$ cat src/hdl/xcps_pkg.sv
package xcps_pkg;

  // Packet geometry.
  localparam int BlockBytes = 128;
  localparam int AddrW      = $clog2(BlockBytes);
  localparam int FillW      = $clog2(BlockBytes + 1);
  localparam int IdxW       = $clog2(BlockBytes + 6);

  // Depth of the queue between the front and the back.
  localparam int QueueDepth = 2;
  localparam int QPtrW      = $clog2(QueueDepth);
  localparam int QCntW      = $clog2(QueueDepth + 1);

  // Protocol characters.
  localparam logic [7:0] ChSoh   = 8'h01;
  localparam logic [7:0] ChEot   = 8'h04;
  localparam logic [7:0] ChAck   = 8'h06;
  localparam logic [7:0] ChNak   = 8'h15;
  localparam logic [7:0] ChEtb   = 8'h17;
  localparam logic [7:0] ChStart = 8'h43;

  // CRC-16 polynomial.
  localparam logic [15:0] CrcPoly = 16'h1021;

  // Kind of an incoming item.
  typedef enum logic [1:0] {
    KIND_RX      = 2'd0,
    KIND_PAYLOAD = 2'd1,
    KIND_END     = 2'd2,
    KIND_SLOT    = 2'd3
  } kind_e;

  // A classified item as it travels from the front to the back.
  typedef struct packed {
    kind_e      kind;
    logic [7:0] data;
    logic       is_start;
    logic       is_ack;
    logic       is_nak;
  } item_t;

endpackage

$ cat src/hdl/xcps_front.sv
module xcps_front (
  input  logic           clk_i,
  input  logic           rst_ni,
  input  logic           in_valid_i,
  output logic           in_ready_o,
  input  logic [1:0]     func_i,
  input  logic [7:0]     data_byte_i,
  output logic           item_valid_o,
  input  logic           item_pop_i,
  output xcps_pkg::item_t item_o
);
  import xcps_pkg::*;

  item_t             queue_q [QueueDepth];
  logic [QPtrW-1:0]  wr_ptr_q, wr_ptr_d;
  logic [QPtrW-1:0]  rd_ptr_q, rd_ptr_d;
  logic [QCntW-1:0]  count_q, count_d;
  logic              push;
  logic              pop;
  item_t             item_in;

  // Classify the incoming item and pre-decode the reply characters.
  always_comb begin
    item_in.kind     = kind_e'(func_i);
    item_in.data     = data_byte_i;
    item_in.is_start = (data_byte_i == ChStart);
    item_in.is_ack   = (data_byte_i == ChAck);
    item_in.is_nak   = (data_byte_i == ChNak);
  end

  // Queue occupancy and pointers.
  assign in_ready_o   = (count_q != QCntW'(QueueDepth));
  assign item_valid_o = (count_q != '0);
  assign item_o       = queue_q[rd_ptr_q];
  assign push         = in_valid_i && in_ready_o;
  assign pop          = item_pop_i && item_valid_o;

  always_comb begin
    wr_ptr_d = wr_ptr_q;
    rd_ptr_d = rd_ptr_q;
    count_d  = count_q;
    if (push) begin
      wr_ptr_d = (wr_ptr_q == QPtrW'(QueueDepth - 1)) ? '0 : wr_ptr_q + 1'b1;
    end
    if (pop) begin
      rd_ptr_d = (rd_ptr_q == QPtrW'(QueueDepth - 1)) ? '0 : rd_ptr_q + 1'b1;
    end
    if (push && !pop) begin
      count_d = count_q + 1'b1;
    end else if (pop && !push) begin
      count_d = count_q - 1'b1;
    end
  end

  always_ff @(posedge clk_i or negedge rst_ni) begin
    if (!rst_ni) begin
      wr_ptr_q <= '0;
      rd_ptr_q <= '0;
      count_q  <= '0;
    end else begin
      wr_ptr_q <= wr_ptr_d;
      rd_ptr_q <= rd_ptr_d;
      count_q  <= count_d;
    end
  end

  // Queue storage needs no reset.
  always_ff @(posedge clk_i) begin
    if (push) begin
      queue_q[wr_ptr_q] <= item_in;
    end
  end

endmodule

$ cat src/hdl/xcps_back.sv
module xcps_back (
  input  logic            clk_i,
  input  logic            rst_ni,
  input  logic            item_valid_i,
  output logic            item_pop_o,
  input  xcps_pkg::item_t item_i,
  output logic            out_valid_o,
  input  logic            out_ready_i,
  output logic            tx_valid_o,
  output logic [7:0]      tx_byte_o,
  output logic            want_payload_o,
  output logic            finished_o,
  output logic [2:0]      phase_code_o
);
  import xcps_pkg::*;

  typedef enum logic [2:0] {
    PH_WAIT_C     = 3'd0,
    PH_LOAD       = 3'd1,
    PH_SEND       = 3'd2,
    PH_WAIT_REPLY = 3'd3,
    PH_SEND_EOT   = 3'd4,
    PH_WAIT_EOT   = 3'd5,
    PH_ETB        = 3'd6,
    PH_DONE       = 3'd7
  } phase_e;

  localparam logic [IdxW-1:0] IdxBlk  = IdxW'(1);
  localparam logic [IdxW-1:0] IdxInv  = IdxW'(2);
  localparam logic [IdxW-1:0] IdxData = IdxW'(3);
  localparam logic [IdxW-1:0] IdxCrcH = IdxW'(BlockBytes + 3);
  localparam logic [IdxW-1:0] IdxLast = IdxW'(BlockBytes + 5);

  phase_e            phase_q, phase_d;
  logic [FillW-1:0]  fill_q, fill_d;
  logic [IdxW-1:0]   idx_q, idx_d;
  logic [7:0]        block_q, block_d;
  logic [15:0]       crc_q, crc_d;
  logic              end_seen_q, end_seen_d;
  logic              etb_stage_q, etb_stage_d;
  logic              out_valid_q, out_valid_d;
  logic              tx_valid_q, tx_valid_d;
  logic [7:0]        tx_byte_q, tx_byte_d;

  logic [7:0]        buffer_mem [BlockBytes];
  logic [7:0]        rd_data_q;
  logic [AddrW-1:0]  rd_addr;
  logic              wr_en;
  logic [IdxW-1:0]   data_pos;
  logic [7:0]        data_byte;
  logic              fire;

  // CRC-16 update over one byte, most significant bit first.
  function automatic logic [15:0] crc_add(input logic [15:0] crc, input logic [7:0] b);
    logic [15:0] c;
    c = crc ^ {b, 8'h00};
    for (int k = 0; k < 8; k++) begin
      c = c[15] ? ((c << 1) ^ CrcPoly) : (c << 1);
    end
    return c;
  endfunction

  // An item executes when the result register is free or being emptied.
  assign fire       = item_valid_i && (!out_valid_q || out_ready_i);
  assign item_pop_o = fire;

  // Data byte at the current send position, zero past the end of the payload.
  assign data_pos  = idx_q - IdxData;
  assign data_byte = (data_pos < IdxW'(fill_q)) ? rd_data_q : 8'h00;

  // The buffer is read one step ahead, at the position the next slot will need.
  assign rd_addr = AddrW'(idx_d - IdxData);

  // Next-state logic for the sequencer.
  always_comb begin
    phase_d     = phase_q;
    fill_d      = fill_q;
    idx_d       = idx_q;
    block_d     = block_q;
    crc_d       = crc_q;
    end_seen_d  = end_seen_q;
    etb_stage_d = etb_stage_q;
    tx_valid_d  = 1'b0;
    tx_byte_d   = 8'h00;
    wr_en       = 1'b0;
    if (fire) begin
      unique case (phase_q)
        PH_WAIT_C: begin
          if (item_i.kind == KIND_RX && item_i.is_start) begin
            phase_d = PH_LOAD;
            fill_d  = '0;
          end
        end
        PH_LOAD: begin
          if (item_i.kind == KIND_PAYLOAD) begin
            if (fill_q < FillW'(BlockBytes)) begin
              wr_en  = 1'b1;
              fill_d = fill_q + 1'b1;
            end
            if (fill_d >= FillW'(BlockBytes)) begin
              phase_d = PH_SEND;
              idx_d   = '0;
              crc_d   = '0;
            end
          end else if (item_i.kind == KIND_END) begin
            end_seen_d = 1'b1;
            if (fill_q == '0) begin
              phase_d = PH_SEND_EOT;
            end else begin
              phase_d = PH_SEND;
              idx_d   = '0;
              crc_d   = '0;
            end
          end
        end
        PH_SEND: begin
          if (item_i.kind == KIND_SLOT) begin
            tx_valid_d = 1'b1;
            if (idx_q == '0) begin
              tx_byte_d = ChSoh;
            end else if (idx_q == IdxBlk) begin
              tx_byte_d = block_q;
            end else if (idx_q == IdxInv) begin
              tx_byte_d = ~block_q;
            end else if (idx_q < IdxCrcH) begin
              tx_byte_d = data_byte;
              crc_d     = crc_add(crc_q, data_byte);
            end else if (idx_q == IdxCrcH) begin
              tx_byte_d = crc_q[15:8];
            end else begin
              tx_byte_d = crc_q[7:0];
            end
            idx_d = idx_q + 1'b1;
            if (idx_d >= IdxLast) begin
              phase_d = PH_WAIT_REPLY;
            end
          end
        end
        PH_WAIT_REPLY: begin
          if (item_i.kind == KIND_RX) begin
            if (item_i.is_ack) begin
              block_d = block_q + 1'b1;
              if (end_seen_q) begin
                phase_d = PH_SEND_EOT;
              end else begin
                phase_d = PH_LOAD;
                fill_d  = '0;
              end
            end else if (item_i.is_nak) begin
              phase_d = PH_SEND;
              idx_d   = '0;
              crc_d   = '0;
            end
          end
        end
        PH_SEND_EOT: begin
          if (item_i.kind == KIND_SLOT) begin
            tx_valid_d = 1'b1;
            tx_byte_d  = ChEot;
            phase_d    = PH_WAIT_EOT;
          end
        end
        PH_WAIT_EOT: begin
          if (item_i.kind == KIND_RX) begin
            if (item_i.is_ack) begin
              phase_d     = PH_ETB;
              etb_stage_d = 1'b0;
            end else if (item_i.is_nak) begin
              phase_d = PH_SEND_EOT;
            end
          end
        end
        PH_ETB: begin
          if (!etb_stage_q) begin
            if (item_i.kind == KIND_SLOT) begin
              tx_valid_d  = 1'b1;
              tx_byte_d   = ChEtb;
              etb_stage_d = 1'b1;
            end
          end else if (item_i.kind == KIND_RX) begin
            if (item_i.is_ack) begin
              phase_d = PH_DONE;
            end else if (item_i.is_nak) begin
              etb_stage_d = 1'b0;
            end
          end
        end
        PH_DONE: begin
          phase_d = PH_DONE;
        end
      endcase
    end
  end

  // Result register handshake.
  always_comb begin
    out_valid_d = out_valid_q;
    if (fire) begin
      out_valid_d = 1'b1;
    end else if (out_ready_i) begin
      out_valid_d = 1'b0;
    end
  end

  // Sequencer state and registered outputs.
  always_ff @(posedge clk_i or negedge rst_ni) begin
    if (!rst_ni) begin
      phase_q     <= PH_WAIT_C;
      fill_q      <= '0;
      idx_q       <= '0;
      block_q     <= 8'h01;
      crc_q       <= '0;
      end_seen_q  <= 1'b0;
      etb_stage_q <= 1'b0;
      out_valid_q <= 1'b0;
      tx_valid_q  <= 1'b0;
      tx_byte_q   <= 8'h00;
    end else begin
      phase_q     <= phase_d;
      fill_q      <= fill_d;
      idx_q       <= idx_d;
      block_q     <= block_d;
      crc_q       <= crc_d;
      end_seen_q  <= end_seen_d;
      etb_stage_q <= etb_stage_d;
      out_valid_q <= out_valid_d;
      if (fire) begin
        tx_valid_q <= tx_valid_d;
        tx_byte_q  <= tx_byte_d;
      end
    end
  end

  // Payload buffer: one write port, one registered read port.
  always_ff @(posedge clk_i) begin
    if (wr_en) begin
      buffer_mem[fill_q[AddrW-1:0]] <= item_i.data;
    end
    rd_data_q <= buffer_mem[rd_addr];
  end

  // The status fields follow the phase, which only moves when a result is made.
  assign out_valid_o    = out_valid_q;
  assign tx_valid_o     = tx_valid_q;
  assign tx_byte_o      = tx_byte_q;
  assign want_payload_o = (phase_q == PH_LOAD);
  assign finished_o     = (phase_q == PH_DONE);
  assign phase_code_o   = phase_q;

endmodule

$ cat src/hdl/xmodem_crc_packet_sender_core.sv
// XMODEM-CRC packet sender. Each input item is one of: a byte from the
// receiver, a payload byte, an end-of-payload mark or a free transmit slot,
// and each item yields exactly one result item carrying the byte sent (if
// any) and the current phase. The block sustains one item per clock cycle
// while the output is not stalled; every item is written into a two-entry
// queue and then executed by the sequencer, which registers its result
// item. The 128-byte payload buffer is a single-port-write, registered-read
// memory that is pre-read one slot ahead; it needs no clearing after reset,
// and the block accepts items as soon as reset is released.
module xmodem_crc_packet_sender_core (
  input  logic       clk_i,
  input  logic       rst_ni,
  input  logic       in_valid_i,
  output logic       in_ready_o,
  input  logic [1:0] func_i,
  input  logic [7:0] data_byte_i,
  output logic       out_valid_o,
  input  logic       out_ready_i,
  output logic       tx_valid_o,
  output logic [7:0] tx_byte_o,
  output logic       want_payload_o,
  output logic       finished_o,
  output logic [2:0] phase_code_o
);
  import xcps_pkg::*;

  item_t item;
  logic  item_valid;
  logic  item_pop;

  // Front: accept, classify and queue items.
  xcps_front u_front (
    .clk_i        (clk_i),
    .rst_ni       (rst_ni),
    .in_valid_i   (in_valid_i),
    .in_ready_o   (in_ready_o),
    .func_i       (func_i),
    .data_byte_i  (data_byte_i),
    .item_valid_o (item_valid),
    .item_pop_i   (item_pop),
    .item_o       (item)
  );

  // Back: run the protocol sequencer and hold the result.
  xcps_back u_back (
    .clk_i          (clk_i),
    .rst_ni         (rst_ni),
    .item_valid_i   (item_valid),
    .item_pop_o     (item_pop),
    .item_i         (item),
    .out_valid_o    (out_valid_o),
    .out_ready_i    (out_ready_i),
    .tx_valid_o     (tx_valid_o),
    .tx_byte_o      (tx_byte_o),
    .want_payload_o (want_payload_o),
    .finished_o     (finished_o),
    .phase_code_o   (phase_code_o)
  );

endmodule
$ cat config.mk
export PLATFORM = sky130hd
export DESIGN_NAME = xmodem_crc_packet_sender_core
export DESIGN_NICKNAME = d
export VERILOG_FILES = /design/src/hdl/xcps_pkg.sv /design/src/hdl/xcps_front.sv /design/src/hdl/xcps_back.sv /design/src/hdl/xmodem_crc_packet_sender_core.sv
export SDC_FILE = /design/constraint.sdc
export NUM_CORES = 1
export LEC_CHECK = 0
export BUFFER_PORTS_ARGS = -buffer_cell sky130_fd_sc_hd__buf_2
export CAP_MARGIN = 25
export CELL_PAD_IN_SITES_DETAIL_PLACEMENT = 0
export CELL_PAD_IN_SITES_GLOBAL_PLACEMENT = 1
export CORE_UTILIZATION = 35
export DETAILED_ROUTE_END_ITERATION = 8
export GPL_TIMING_DRIVEN = 0
export HOLD_SLACK_MARGIN = 0.1
export PLACE_DENSITY = 0.61
export SLEW_MARGIN = 20
export SYNTH_ARGS = -nofsm -noshare
export SYNTH_HDL_FRONTEND = slang
export SYNTH_SLANG_ARGS = --single-unit
$ cat constraint.sdc
create_clock -name clk_i -period 6.29 [get_ports clk_i]
set_clock_uncertainty 0.1 [all_clocks]
set_input_delay 0.9435 -clock clk_i [delete_from_list [all_inputs] [get_ports clk_i]]
set_output_delay 0.9435 -clock clk_i [all_outputs]
set_load 0.01 [all_outputs]
==> impl_results.md, run 1 <==
* Cell Pwr Density at 568 mW/mm^2
* Worst min path class: in2reg
* First-pass GRT wire length at 179 mm
* Status: completed
* Hold depth at 1
* HP Start: func_i[0]
* Crit. End Element: flip-flop
* Clock sink count at 1117
* Dpl cell area at 0.0480 sq mm
* Placement Setup Slack at -1070 ps
* Top cell type's share of synthesized area at 69.6%
* Reg2reg path depth at 15
* Final hold vios at 0
* Tcrit/Tclk final at 97.5%
* Arr. time, crit path at 6520 ps
* Top_reg_cell synth: edfxtp_1
* Slew Viols, Final at 0
* Core Box Area at 0.128 sq mm
* Synth area leaders: edfxtp_1 70%, mux4_2 12%, dfrtp_1 3.2%, nand2_1 2.0%, nor2_1 1.6%
* CP max FO at 12
* Synth unique cells at 83
* Final Cell Area at 0.0519 sq mm
* Pre-antenna DRT Iters at 6
* CTS tree: done
* Detailed Route WL at 125 mm
* Via count at 24544
* Dpl cells at 4267
* FF-to-FF setup slack at 160 ps
* Die W at 362 um
* Clock Latency Late Sink at 730 ps
* Count leader, synth: edfxtp_1
* Fin cells at 4481
* Root buf cell: clkbuf_16
* Share of post-route cells with drive strength above 1 at 20.8%
* Vias in the first global route at 24927
* Syn Nets at 2527
* Synth Warn # at 0
* Reg2reg end: u_back.rd_data_q[6]
* Static Leak at 16.7 nW
* Routed Antenna Nets at 0
* Fin Hold WS at 325 ps
* Initial antenna violation count at 0
* Hold-critical path endpoint: u_front.queue_q[1][11]
* Post-synth EDFFs at 1050
* Die area at 0.131 sq mm
* Unrepaired setup endpoints after global routing: false
* Worst-margin pin slew at 1260 ps
* Time the worst path needs with I/O delays and setup at 6130 ps
* VDD IR max at 0.466 mV
* Final core utilization at 40.5%
* H-tree depth at 3
* Fmax at 163 MHz
* Final-layout fill cell count at 11438
* GRT Resource Usage Total at 19.1%
* Cells after synthesis at 2496
* RR Startpoint: u_back.phase_code_o[1]
* Row count at 131
* Worst-path clk slew at 60 ps
* P&R area growth vs syn at 14.6%
* Congestion Overflow GR at 0
* Largest net degree at the start of global routing at 129
* Final setup margin at 157 ps
* Remaining DRCs at 0
* FFs w/ async S/R, synth at 5.28%
* Vias per inst at 5.48
* MaxCap Viol Count at 0
* Hpwl dp at 83.5 mm
* CTS buffer count at 113
* DRT iter0 DRCs at 2697
* Yosys reg bits at 1117
* Initial Util at 35.4%
* Post-Syn Area at 0.0453 sq mm
* # nets final at 2691
* Final setup fails at 0
* Slew headroom at 14.1%
* Die height at 362 um
* Clk buf depth at 3
* Average wire per standard cell at 27.9 um
* Startpoint Class: flip-flop
* Number of port buffers at 29
* Critical path required time at 6670 ps
* Most frequent cells after synthesis: 1050 x edfxtp_1, 248 x mux4_2, 240 x nand2_1
* Cell taking the most area after synthesis: edfxtp_1
* CP Class: reg2reg
* GP Congestion at 0.873
* # IOs at 30
* Seq/Total Area, Yosys at 73.3%
* Avg Cell Area, Syn at 18.1 sq um
## per-layer routing
layer | wire length [um] | vias to the layer above | track usage (%)
met1 | 52700 | 13072 | 26.1
met4 | 3360 | 0 | 5.38
met2 | 59700 | 946 | 30.9
met3 | 9110 | 175 | 3.74
met5 | 0 | - | 0
li1 | - | 10351 | -
## per-stage QoR
stage / TNS, ps / total power [mW]
2_1_floorplan: 0 / 17.5
3_3_place_gp: -9820 / 22.4
3_5_place_dp: -7650 / 22.8
4_1_cts: 0 / 29.6
5_1_grt: 0 / 30.6
6_report: 0 / 29.5
## worst max-delay path by stage
stage,from,to,slack [ps],depth (start not counted)
floorplan,out_ready_i,u_back.rd_data_q[0],1710,16
global placement,out_ready_i,u_back.rd_data_q[6],-1380,17
detailed placement,out_ready_i,u_back.rd_data_q[7],-1070,17
CTS,u_back.phase_code_o[1],u_back.rd_data_q[5],10,16
global route,u_back.phase_code_o[1],u_back.rd_data_q[4],30,16
finish,u_back.phase_code_o[1],u_back.rd_data_q[6],160,15
## cells in the final DEF, fill, tap and decap left out, types with 31 or more instances in the layout
| cell | instances |
|---|---|
| a32oi_1 | 44 |
| buf_2 | 74 |
| clkbuf_1 | 82 |
| clkbuf_16 | 115 |
| dfrtp_1 | 58 |
| edfxtp_1 | 1050 |
| mux2i_1 | 67 |
| mux4_2 | 248 |
| nand2_1 | 240 |
| nand3_1 | 73 |
| nand4_1 | 34 |
| nor2_1 | 186 |
| o21ai_0 | 31 |
## state kept, by name, indices dropped and copies added, names as in the netlist
signal	flops
u_front.count_q	2
u_front.wr_ptr_q	1
u_back.etb_stage_q	1
u_back.crc_q	16
u_back.block_q	8
u_front.queue_q	26
u_back.rd_data_q	8
u_front.rd_ptr_q	1
u_back.phase_code_o	3
u_back.tx_byte_o	8
u_back.buffer_mem	1024
u_back.fill_q	8
u_back.idx_q	8
u_back.end_seen_q	1
u_back.tx_valid_o	1
u_back.out_valid_o	1
## layout make-up
cell class	count	area (sq um)	share of cell area, %
Antenna cell	1	2.50	0.00482
Buffer	139	617	1.19
Clock buffer	136	2970	5.72
Clock inverter	70	768	1.48
Inverter	19	71.3	0.137
Multi-Input combinational cell	1220	11600	22.4
Sequential cell	1117	33200	63.9
Tap cell	1729	2160	4.17
Timing Repair Buffer	50	517	0.996
## critical path, stage by stage (launching register included)
cell       delay (ps)
dfrtp_1           410
buf_2             250
nor2_1             90
or4_1             560
a211oi_2          320
o211a_2           250
buf_6             220
inv_2             210
ha_1              340
clkbuf_1          600
clkbuf_2          600
mux4_2            440
nand2_1            90
a21boi_0          130
a2111oi_0        1060
a311oi_2          200
## what timing repair did
item | in CTS | in global routing
endpoints found under the setup margin | 8 | 8
hold buffers | 1 | 0
setup buffers | 1 | 0
pin swaps | 1 | 0
endpoints found under the hold margin | 8 | 0
gates resized for setup | 11 | 17
## logic make-up (layout without fill, tap and decap cells)
group | Yosys count | after routing | synth area share (%)
other | 0 | 1 | 0
AND/OR/NAND/NOR | 635 | 635 | 6.35
XOR/XNOR | 48 | 48 | 1.12
buffers and inverters | 159 | 414 | 1.47
flip-flops | 1117 | 1117 | 73.3
adder cells (fa/ha/maj) | 17 | 17 | 0.470
AO/OA/AOI/OAI | 192 | 192 | 3.20
multiplexers | 328 | 328 | 14.1
## where the power goes
group	switching, mW	total, mW	internal [mW]
Combinational	8.46	13.3	4.84
Sequential	0.163	9.36	9.19
Clock	2.92	6.82	3.90
Power figures use the tool's default switching activity.
==> run 2: changes to the inputs <==
ABC_AREA = 1   (was unset)
PLACE_DENSITY = 0.65   (was 0.61)
==> impl_results.md, run 2 <==
* P&R area growth vs syn at 14.5%
* Largest net degree at the start of global routing at 61
* Post-Syn Area at 0.0508 sq mm
* Dpl cells at 6820
* Critical path required time at 6860 ps
* Number of port buffers at 29
* Final hold vios at 0
* Number of flip-flops under the largest register name at 1024
* Arr. time, crit path at 6610 ps
* Reg2reg end: u_back.rd_data_q[3]
* Vias in the first global route at 34078
* Startpoint Class: flip-flop
* Tcrit/Tclk final at 96.0%
* Die area at 0.147 sq mm
* Average wire per standard cell at 24.5 um
* Pre-antenna DRT Iters at 6
* DR top layer: met4
* Cells after synthesis at 4861
* Clk buf depth at 3
* Die height at 383 um
* Seq/Total Area, Yosys at 65.3%
* Final Cell Area at 0.0581 sq mm
* Hold depth at 2
* Slew Viols, Final at 0
* Die W at 383 um
* FF-to-FF setup slack at 250 ps
* M1 WL at 75.1 mm
* Clock Power Share at 39.0%
* Vias per inst at 5.16
* Status: completed
* CP Class: reg2reg
* Clock sink count at 1117
* Remaining DRCs at 0
* Worst-path clk slew at 60 ps
* Internal power at 13.8 mW
* Final setup fails at 0
* H-tree depth at 3
* Most common cell after layout, fill and taps aside: nand3_1
* Syn Nets at 4892
* Time the worst path needs with I/O delays and setup at 6040 ps
* Final-layout fill cell count at 13970
* Reg2reg path depth at 22
* Top cell type's share of synthesized area at 62.1%
* Yosys reg bits at 1117
* # IOs at 30
* Hpwl dp at 122 mm
* Via count at 36423
* HP Start: out_ready_i
* Slew headroom at 22.1%
* Placement Setup Slack at -1310 ps
* Most frequent cells after synthesis: 1062 x nand3_1, 1050 x edfxtp_1, 881 x nand2_1
* Crit. End Element: flip-flop
* Row count at 139
* Unrepaired setup endpoints after global routing: false
* Sw Pwr at 4.85 mW
* Switching Share at 25.9%
* Hold-critical path endpoint: u_back.out_valid_o
* Congestion Overflow GR at 0
* Dpl cell area at 0.0540 sq mm
* Clock Latency Late Sink at 790 ps
* RR Startpoint: u_back.phase_code_o[1]
* First-pass GRT wire length at 246 mm
* Avg Cell Area, Syn at 10.4 sq um
* Initial Util at 35.3%
* Synth area leaders: edfxtp_1 62%, nand3_1 10%, nand2_1 6.5%, inv_1 5.5%, nand3b_1 4.5%
* Cell taking the most area after synthesis: edfxtp_1
* Detailed Route WL at 173 mm
* GP Congestion at 0.900
* Final core utilization at 40.4%
* Static Leak at 22.9 nW
* Share of post-route cells with drive strength above 1 at 9.29%
* Root buf cell: clkbuf_16
* DRT iter0 DRCs at 3842
* Count leader, synth: nand3_1
* Worst-margin pin slew at 1160 ps
* Setup Buffers After CTS at 0
* CTS tree: done
* Synth unique cells at 55
* Cell Pwr Density at 322 mW/mm^2
* Comb power frac at 11.5%
* GRT Resource Usage Total at 23.4%
* Fmax at 166 MHz
* Worst min path class: in2reg
* Routed Antenna Nets at 0
* VDD IR max at 0.222 mV
* Met3 Routed Length at 14.3 mm
* Post-synth EDFFs at 1050
* FFs w/ async S/R, synth at 5.28%
* Synth Warn # at 0
* Fin cells at 7054
* Seq pwr share at 49.5%
* CTS buffer count at 120
* Met2 WL at 78.4 mm
* Initial antenna violation count at 4
* # nets final at 5073
* Commonest non-fill, non-tap cells in the layout: 1062 x nand3_1, 1050 x edfxtp_1, 873 x nand2_1
* CP max FO at 11
* Top_reg_cell synth: edfxtp_1
* Final setup margin at 250 ps
* Core Box Area at 0.144 sq mm
* MaxCap Viol Count at 0
==> run 2: changes by cell type after synthesis, moves of 27 or more <==
cell and delta:
clkbuf_1 +44, inv_1 +730, o21ai_0 +29, nand3b_1 +300
mux4_2 -248, a32oi_1 -44, nand3_1 +989, buf_2 +62
mux2i_1 -67, nand2_1 +641, nand4_1 -27
==> run 2: kinds of logic after synthesis <==
family | synth area share [%]
compound gates | 1.77
xor+xnor | 0.688
fa+ha+maj | 0.419
buf+inv | 8.17
flops | 65.3
mux | 0.0222
simple gates | 23.6
==> run 2: cell type report <==
class	count	area, sq um	share of cell area [%]
clock inverter	73	773	1.33
antenna	7	17.5	0.0301
inverter	768	2890	4.97
tap	1903	2380	4.10
multi-input combinational	2698	13500	23.3
timing repair buffer	59	768	1.32
buffer	278	1330	2.29
sequential	1117	33200	57.1
clock buffer	151	3250	5.60
==> run 2: how the worst max path moves through the flow <==
stage	from	cells after the start	slack (ps)	endpoint
5_1_grt	u_back.fill_q[5]	26	100	u_back.rd_data_q[3]
2_1_floorplan	out_ready_i	22	2420	u_back.rd_data_q[2]
3_3_place_gp	out_ready_i	21	-1650	u_back.rd_data_q[0]
6_report	u_back.phase_code_o[1]	22	250	u_back.rd_data_q[3]
3_5_place_dp	out_ready_i	21	-1310	u_back.rd_data_q[3]
4_1_cts	u_back.fill_q[6]	26	120	u_back.rd_data_q[5]
==> run 2: per-stage QoR <==
stage	hold WS (ps)	TNS [ps]	power, mW
finish	278	0	18.7
global route	281	0	19.2
CTS	222	0	18.8
detailed placement	368	-9700	11.6
global placement	361	-25060	11.7
floorplan	346	0	10.3
==> run 2: routing by layer <==
metal,GRT usage [%],vias up
met5,0,-
met4,7.29,0
met3,4.16,214
met2,36.4,1442
met1,33.0,17962
li1,-,16805
==> run 2: what timing repair did <==
| action | CTS | global route |
|---|---|---|
| resized for setup | 24 | 30 |
| endpoints found under the setup margin | 8 | 8 |
| hold buffers | 1 | 0 |
| endpoints found under the hold margin | 18 | 0 |
==> run 2: worst max-delay path, stage by stage (launching register included) <==
cell and delay (ps):
dfrtp_1 370, buf_2 170, nor2_1 390, nor2_1 80, nand2_1 150, nand2_1 540, nand2_2 430, inv_4 180
buf_2 270, buf_4 260, ha_1 420, clkbuf_1 290, clkbuf_2 360, buf_16 220, clkbuf_2 320, nand3_1 310
nand3_1 190, nand3_1 130, nand3_1 110, nand3_1 190, nand2_1 150, nand2_1 50, nand2_1 190
==> run 2: power by group through the flow <==
stage	clock network (mW)	registers [mW]	logic, mW
after CTS	7.36	9.26	2.18
after floorplan	0	9.58	0.763
after global routing	7.64	9.26	2.27
final	7.29	9.26	2.15
after global placement	0	9.94	1.75
after detailed placement	0	9.41	2.17
